[src/design/vmieu_pkg.sv]
// Package of the integer execute unit: widths, command and condition codes,
// iteration control types and operand helpers. No dependencies.
`timescale 1ns / 1ps
package vmieu_pkg;

    localparam int REG_BITS      = 64;
    localparam int REG_COUNT_DEF = 256;
    localparam int CMD_W         = 5;
    localparam int WC_W          = 2;
    localparam int COND_W        = 3;
    localparam int RIDX_W        = 8;
    localparam int CNT_W         = 7;

    localparam logic [CMD_W-1:0] CMD_MOV   = 5'd0;
    localparam logic [CMD_W-1:0] CMD_CMOV  = 5'd1;
    localparam logic [CMD_W-1:0] CMD_CMP   = 5'd2;
    localparam logic [CMD_W-1:0] CMD_TEST  = 5'd3;
    localparam logic [CMD_W-1:0] CMD_SET   = 5'd4;
    localparam logic [CMD_W-1:0] CMD_LNOT  = 5'd5;
    localparam logic [CMD_W-1:0] CMD_BNOT  = 5'd6;
    localparam logic [CMD_W-1:0] CMD_NEG   = 5'd7;
    localparam logic [CMD_W-1:0] CMD_ADD   = 5'd8;
    localparam logic [CMD_W-1:0] CMD_SUB   = 5'd9;
    localparam logic [CMD_W-1:0] CMD_MUL   = 5'd10;
    localparam logic [CMD_W-1:0] CMD_DIV   = 5'd11;
    localparam logic [CMD_W-1:0] CMD_REM   = 5'd12;
    localparam logic [CMD_W-1:0] CMD_SHL   = 5'd13;
    localparam logic [CMD_W-1:0] CMD_LSHR  = 5'd14;
    localparam logic [CMD_W-1:0] CMD_ASHR  = 5'd15;
    localparam logic [CMD_W-1:0] CMD_AND   = 5'd16;
    localparam logic [CMD_W-1:0] CMD_OR    = 5'd17;
    localparam logic [CMD_W-1:0] CMD_XOR   = 5'd18;
    localparam logic [CMD_W-1:0] CMD_SEXT1 = 5'd19;
    localparam logic [CMD_W-1:0] CMD_SEXT  = 5'd20;

    localparam logic [COND_W-1:0] COND_ALWAYS = 3'd0;
    localparam logic [COND_W-1:0] COND_EQ     = 3'd1;
    localparam logic [COND_W-1:0] COND_NE     = 3'd2;
    localparam logic [COND_W-1:0] COND_LT     = 3'd3;
    localparam logic [COND_W-1:0] COND_LE     = 3'd4;
    localparam logic [COND_W-1:0] COND_GT     = 3'd5;
    localparam logic [COND_W-1:0] COND_GE     = 3'd6;

    localparam logic [WC_W-1:0] WC_8  = 2'd0;
    localparam logic [WC_W-1:0] WC_16 = 2'd1;
    localparam logic [WC_W-1:0] WC_32 = 2'd2;
    localparam logic [WC_W-1:0] WC_64 = 2'd3;

    typedef logic [REG_BITS-1:0] t_word;

    typedef struct packed {
        logic start;
        logic is_div;
        logic wide;
    } t_iter_ctl;

    typedef struct packed {
        logic busy;
        logic done;
    } t_iter_sts;

    function automatic t_word f_mask(input logic [WC_W-1:0] wc);
        t_word m;
        unique case (wc)
            WC_8:    m = 64'h0000_0000_0000_00ff;
            WC_16:   m = 64'h0000_0000_0000_ffff;
            WC_32:   m = 64'h0000_0000_ffff_ffff;
            default: m = 64'hffff_ffff_ffff_ffff;
        endcase
        return m;
    endfunction

    function automatic t_word f_sext(input t_word v, input logic [WC_W-1:0] wc);
        t_word r;
        unique case (wc)
            WC_8:    r = {{56{v[7]}}, v[7:0]};
            WC_16:   r = {{48{v[15]}}, v[15:0]};
            WC_32:   r = {{32{v[31]}}, v[31:0]};
            default: r = v;
        endcase
        return r;
    endfunction

endpackage

[src/design/vmieu_iter.sv]
// Shared shift-add multiplier and restoring divider, one bit a cycle.
// Depends on vmieu_pkg.
`timescale 1ns / 1ps
module vmieu_iter (
    input  logic                          i_clk,
    input  logic                          i_rst_n,
    input  vmieu_pkg::t_iter_ctl          i_ctl,
    input  logic [vmieu_pkg::REG_BITS-1:0] i_x,
    input  logic [vmieu_pkg::REG_BITS-1:0] i_y,
    output vmieu_pkg::t_iter_sts          o_sts,
    output logic [vmieu_pkg::REG_BITS-1:0] o_lo,
    output logic [vmieu_pkg::REG_BITS-1:0] o_rem
);
    import vmieu_pkg::*;

    logic             r_busy, r_done, r_div;
    logic [CNT_W-1:0] r_cnt;
    t_word            r_x, r_y, r_acc, r_rem;
    logic [REG_BITS:0]   w_t, w_opa, w_opb;
    logic [REG_BITS+1:0] w_sum;
    logic             w_ge;

    always_comb begin
        w_t   = {r_rem, r_x[REG_BITS-1]};
        w_opa = r_div ? w_t : {1'b0, r_acc};
        w_opb = r_div ? ~{1'b0, r_y} : {1'b0, r_x};
        w_sum = {1'b0, w_opa} + {1'b0, w_opb} + (REG_BITS+2)'(r_div);
        w_ge  = w_sum[REG_BITS+1];
    end

    always_ff @(posedge i_clk) begin
        if (!i_rst_n) begin
            r_busy <= 1'b0;
            r_done <= 1'b0;
        end else begin
            r_done <= 1'b0;
            if (i_ctl.start) begin
                r_busy <= 1'b1;
            end else if (r_busy && r_cnt == CNT_W'(1)) begin
                r_busy <= 1'b0;
                r_done <= 1'b1;
            end
        end
    end

    always_ff @(posedge i_clk) begin
        if (i_ctl.start) begin
            r_div <= i_ctl.is_div;
            r_cnt <= i_ctl.wide ? CNT_W'(64) : CNT_W'(32);
            r_x   <= (i_ctl.is_div && !i_ctl.wide) ? {i_x[31:0], 32'd0} : i_x;
            r_y   <= i_y;
            r_acc <= '0;
            r_rem <= '0;
        end else if (r_busy) begin
            r_cnt <= r_cnt - CNT_W'(1);
            r_x   <= {r_x[REG_BITS-2:0], 1'b0};
            if (r_div) begin
                r_acc <= {r_acc[REG_BITS-2:0], w_ge};
                r_rem <= w_ge ? w_sum[REG_BITS-1:0] : w_t[REG_BITS-1:0];
            end else begin
                r_y <= {1'b0, r_y[REG_BITS-1:1]};
                if (r_y[0]) begin
                    r_acc <= w_sum[REG_BITS-1:0];
                end
            end
        end
    end

    assign o_sts.busy = r_busy;
    assign o_sts.done = r_done;
    assign o_lo       = r_acc;
    assign o_rem      = r_rem;
endmodule

[config.mk]
export PLATFORM = sky130hd
export DESIGN_NAME = vmieu_iter
export DESIGN_NICKNAME = d
export VERILOG_FILES = /design/src/design/vmieu_pkg.sv /design/src/design/vmieu_iter.sv
export SDC_FILE = /design/constraint.sdc
export NUM_CORES = 1
export LEC_CHECK = 0
export BUFFER_PORTS_ARGS = -buffer_cell sky130_fd_sc_hd__buf_2
export CORE_UTILIZATION = 34
export DETAILED_ROUTE_END_ITERATION = 10
export GPL_TIMING_DRIVEN = 0
export PLACE_DENSITY_LB_ADDON = 0.15
export SLEW_MARGIN = 20
export SYNTH_ARGS = -nofsm -noshare
export SYNTH_HDL_FRONTEND = slang
export SYNTH_SLANG_ARGS = --single-unit
[constraint.sdc]
create_clock -name i_clk -period 10 [get_ports i_clk]
set_input_delay 0 -clock i_clk [delete_from_list [all_inputs] [get_ports i_clk]]
set_output_delay 0 -clock i_clk [all_outputs]
set_load 0.01 [all_outputs]
==> Word-level counts from Yosys, hierarchy flattened <==
Cells that the tools add are included.
W data, S select, Z words.
{ "word_totals": {"ramBits": 0, "latchBits": 0, "out_inout_bits": 130, "rom_bits": 0, "in_bits": 133, "n_memories": 0, "ff_bits": 266} }
{ "classes": {"n_reduce_logical": 10, "n_shift": 0, "addsub": 3, "order_cmp": 0, "multipliers": 0, "n_mux": 17, "bitwise_logic": 2, "n_eq_ne": 2, "div_mod_pow": 0} }
{ "op_table": {"columns": ["op", "n"], "rows": [
  ["$mux W64", 9],
  ["$mux W65", 2],
  ["$add A65 B65 Y66", 1],
  ["$add A66 B1 Y66", 1],
  ["$not A64 Y65", 1],
  ["$mux W7", 3],
  ["$eq A7 B1 Y1 const B", 1],
  ["$sub A7 B1 Y7 const B", 1],
  ["$reduce_and A2 Y1", 3],
  ["$reduce_bool A2 Y1", 3],
  ["$mux W1", 3],
  ["$logic_and A1 B1 Y1", 2],
  ["$ne A2 B2 Y1 const B", 1],
  ["$reduce_or A2 Y1", 1],
  ["$logic_not A1 Y1", 1],
  ["$not A1 Y1", 1]
]} }

==> Longest topological paths before layout <==
{ "depth": {"depth_word": 6, "depth_mapped": 18} }

==> Worst setup path after synthesis <==
OpenSTA, ideal clock, no wires.
{ "synth_path": {"path_type": "reg2reg", "startpoint": "reg r_div", "endpoint": "reg r_rem[39] (netlist: o_rem[39])", "setup_slack_ns": 5.734, "n_path_buf": 5, "arrival_time_ns": 4.191, "setup_ns": 0.074, "period_less_slack_ns": 4.266, "stages_incl_launch_ff": 17, "cell_sequence": "edfxtp_1 > clkbuf_1 > clkbuf_1 > clkbuf_1 > mux2_2 > ha_1 > buf_2 > nand4_1 > or3_1 > or4_1 > o21bai_1 > and3_1 > buf_6 > nor2_4 > nor3b_1 > or4_1 > a31oi_1"} }
{ "synth_between": {"elab_chain_cells": 4} }
{ "synth_rtl": {"columns": ["element", "line", "text"], "rows": [
  ["start: declaration", "vmieu_iter.sv:16", "logic r_busy, r_done, r_div;"],
  ["start signal: assignment", "vmieu_iter.sv:48", "r_div <= i_ctl.is_div;"],
  ["$mux W65, on equally long branches", "vmieu_iter.sv:25, vmieu_iter.sv:26", null],
  ["$add A65 B65 Y66", "vmieu_iter.sv:27", "w_sum = {1'b0, w_opa} + {1'b0, w_opb} + (REG_BITS+2)'(r_div);"],
  ["$add A66 B1 Y66", "vmieu_iter.sv:27", null],
  ["$mux W64", "vmieu_iter.sv:59", "r_rem <= w_ge ? w_sum[REG_BITS-1:0] : w_t[REG_BITS-1:0];"],
  ["end signal: assignment", "vmieu_iter.sv:59", null],
  ["end: declaration", "vmieu_iter.sv:18", "t_word r_x, r_y, r_acc, r_rem;"]
]} }
Parallel ways exist; a longest one is shown, timed or not.
A chain may end at the register's enable or synchronous reset.

==> Worst setup path after layout <==
{ "layout_path": {"startpoint": "reg r_div", "endpoint": "reg r_rem[52] (netlist: o_rem[52])"} }
Same word-level chain as after synthesis.

==> impl_metrics.csv <==
group,metric,value,unit
status,status,"completed",
global_routing,grt_max_degree,47,
final_layout,layout_common_cells,"276 x buf_2, 234 x nand2_1, 230 x a21oi_1, 183 x nor2_1, 143 x dlygate4sd3_1",
global_routing,grt-ovfl-total,0,
floorplan,placementRows,82,
global_routing,grt_pass1_wl,114000,um
hold_path,hold_path_class,"in2reg",
logic_synthesis,synth_fp_nets,2172,
floorplan,initial_utilization,34.5,%
worst_setup_path,crit_chain,"clkbuf_1, clkbuf_1, clkbuf_1, clkbuf_1, a21oi_1, ha_1, clkbuf_1, and4_1, and2_1, nor2b_1, nand4_1, o31ai_1, nor2_1, buf_2, buf_2, a41oi_1, o31ai_1",
pwr,cellPowerDensity,171,nW/um^2
floorplan,die-area,51700,sq um
logic_synthesis,synth_edf_count,136,
pwr,leakage,0.00889,uW
logic_synthesis,avgSynthCellArea,8.77,sq um
final_layout,layout-drive-gt1-share,19.4,%
floorplan,io_pins,263,
worst_setup_path,critical_path_class,"reg2reg",
worst_setup_path,cpLargestDelayFamily,"buffers and inverters",
logic_synthesis,yosysWarnings,0,
placement,dpl_worst_slack,2760,ps
global_routing,antenna_found_initial,0,
routing,drc,0,
worst_setup_path,critical_path.startpoint_type,"flop",
placement,dpl.hpwl,62900,um
cts,clock-sinks,266,
placement,routabilityCongestion,0.959,
sta,fin_tns_setup,0,ps
sta,final.setup_skew,29.7,ps
sta,finalHoldViolations,0,
routing,viasPerCell,5.85,
cts,insertion_delay,600,ps
final_layout,area_growth,26.6,%
worst_setup_path,worst_path_max_delay_cell,"o31ai_1",
final_layout,final_common_cell,"buf_2",
worst_setup_path,worst_setup_path_end_kind,"flop",
floorplan,dieHeight,227,um
sta,fin_crit_sh,74.9,%
routing,firstDrtPassIters,6,
sta,period_needed,7490,ps
logic_synthesis,ys_seq_elements,266,
job,maxCapViolCount,0,
routing,post_drt_wl_per_cell,26.1,um
cts,clk_pin_slew_worst_paths,60,ps
logic_synthesis,synth_cell_types,71,
sta,fin_hold_ws,158,ps
worst_setup_path,cp_num_buf_inv,7,
cts,clock-root-buffer,"clkbuf_16",
sta,layout_setup_ws,2510,ps
cts,numCtsBuffers,31,
final_layout,fin_area,21900,sq um
pwr,ir_worst_vdd,0.136,mV
sta,slew_viol_final,0,
floorplan,die_w,227,um
final_layout,diodes,0,
pwr,finalPower,3730,uW
logic_synthesis,synth-main-ff-cell,"edfxtp_1",
routing,detail-route-antenna-nets,0,
sta,tightest_slew,1140,ps
global_routing,grt_usage,30.4,%
logic_synthesis,synth_cells,1972,
sta,max_slew_margin,23.8,%
logic_synthesis,synth.yosys.seq_area_share,38.7,%
routing,drt-initial-drc-count,1872,
placement,port_buffers,262,
global_routing,first_global_vias,17094,
worst_setup_path,cpPeakStageDelay,890,ps
sta,setup_viol,0,
worst_setup_path,critPathMaxFanout,10,
placement,post_dp_cell_area,19500,sq um
final_layout,fin_nets,2612,
sta,grt_setup_unrepaired,"no",
worst_setup_path,cp.arrival,7960,ps
cts,h-tree-depth,1,
sta,clock.fmax,134,MHz
worst_setup_path,required,10470,ps
logic_synthesis,synth-async-reset-ratio,0,%
worst_setup_path,crit_top_cell,"clkbuf_1",
routing,vias,18164,
routing,wirelength,81100,um
cts,cts_buffer_depth,3,
logic_synthesis,synth_area,17300,sq um
floorplan,core,50200,sq um
cts,cts_tree,"yes",
==> worst paths after layout <==
kind,from,endpoint,slack [ps],cells past startpoint
setup / recovery,r_div,o_rem[52],2510,17
hold / removal,i_ctl[1],r_div,160,2
setup reg to reg,r_div,o_rem[52],2510,17
hold reg to reg,o_rem[3],o_rem[4],510,2
==> through the flow <==
step,util [%],cells
3_3_place_gp,38.7,2906
3_5_place_dp,38.9,2908
6_report,43.6,3104
4_1_cts,43.6,3104
2_1_floorplan,-,1972
5_1_grt,43.6,3104
==> cells in the mapped netlist, drive strengths merged (24+ instances only) <==
master | instances | area, sq um
nor3 | 24 | 120
xnor2 | 29 | 254
edfxtp | 136 | 4080
nor2 | 184 | 698
ha | 65 | 813
xor2 | 26 | 228
nand2 | 235 | 885
buf | 33 | 156
clkbuf | 114 | 428
a31oi | 59 | 369
nand4 | 31 | 194
o2bb2ai | 31 | 272
a21o | 29 | 218
dfxtp | 130 | 2600
a21oi | 231 | 1160
mux2i | 58 | 581
mux2 | 127 | 1430
o21ai | 137 | 689
==> where the power goes <==
group          internal [uW]  switching [uW]  leakage (uW)
sequential              1270             109       0.00243
combinational            445             806       0.00600
clock                    616             490      0.000461
==> state kept, by name (all words and copies together), names as in the netlist <==
signal  cells
o_lo       64
o_rem      64
r_busy      1
r_cnt       7
r_div       1
r_done      1
r_x        64
r_y        64
==> final cells by class <==
type / count / area (sq um)
Inverter: 18 / 67.6
Multi-Input combinational cell: 1541 / 9960
Timing Repair Buffer: 407 / 2790
Sequential cell: 266 / 6690
Buffer: 147 / 584
Tap cell: 672 / 841
Fill cell: 5015 / 28300
Clock buffer: 39 / 846
Clock inverter: 14 / 97.6
==> cell families (layout without fill, tap and decap cells) <==
family          count (synthesis)  in the layout  share of synthesized area [%]
simple gates                  594            594                           15.4
buf+inv                       165            625                           3.77
flops                         266            266                           38.7
compound gates                640            640                           22.8
mux                           185            185                           11.6
xor+xnor                       55             55                           2.79
fa+ha+maj                      67             67                           4.94
==> metal layers <==
layer | vias up | global-route usage (%) | part of all wire [%]
li1 | 8181 | - | -
met1 | 8888 | 42.4 | 44
met2 | 938 | 48.4 | 45
met3 | 157 | 4.66 | 8.6
met4 | 0 | 8.83 | 3.1
met5 | - | 0 | 0
==> timing repair <==
action,in CTS,in global routing
setup endpoints to repair,0,0
endpoints found under the hold margin,138,0
hold buffers,143,0
gates resized for setup,0,0
setup buffers,0,0
Note: power is estimated with default switching activity, not from simulation.
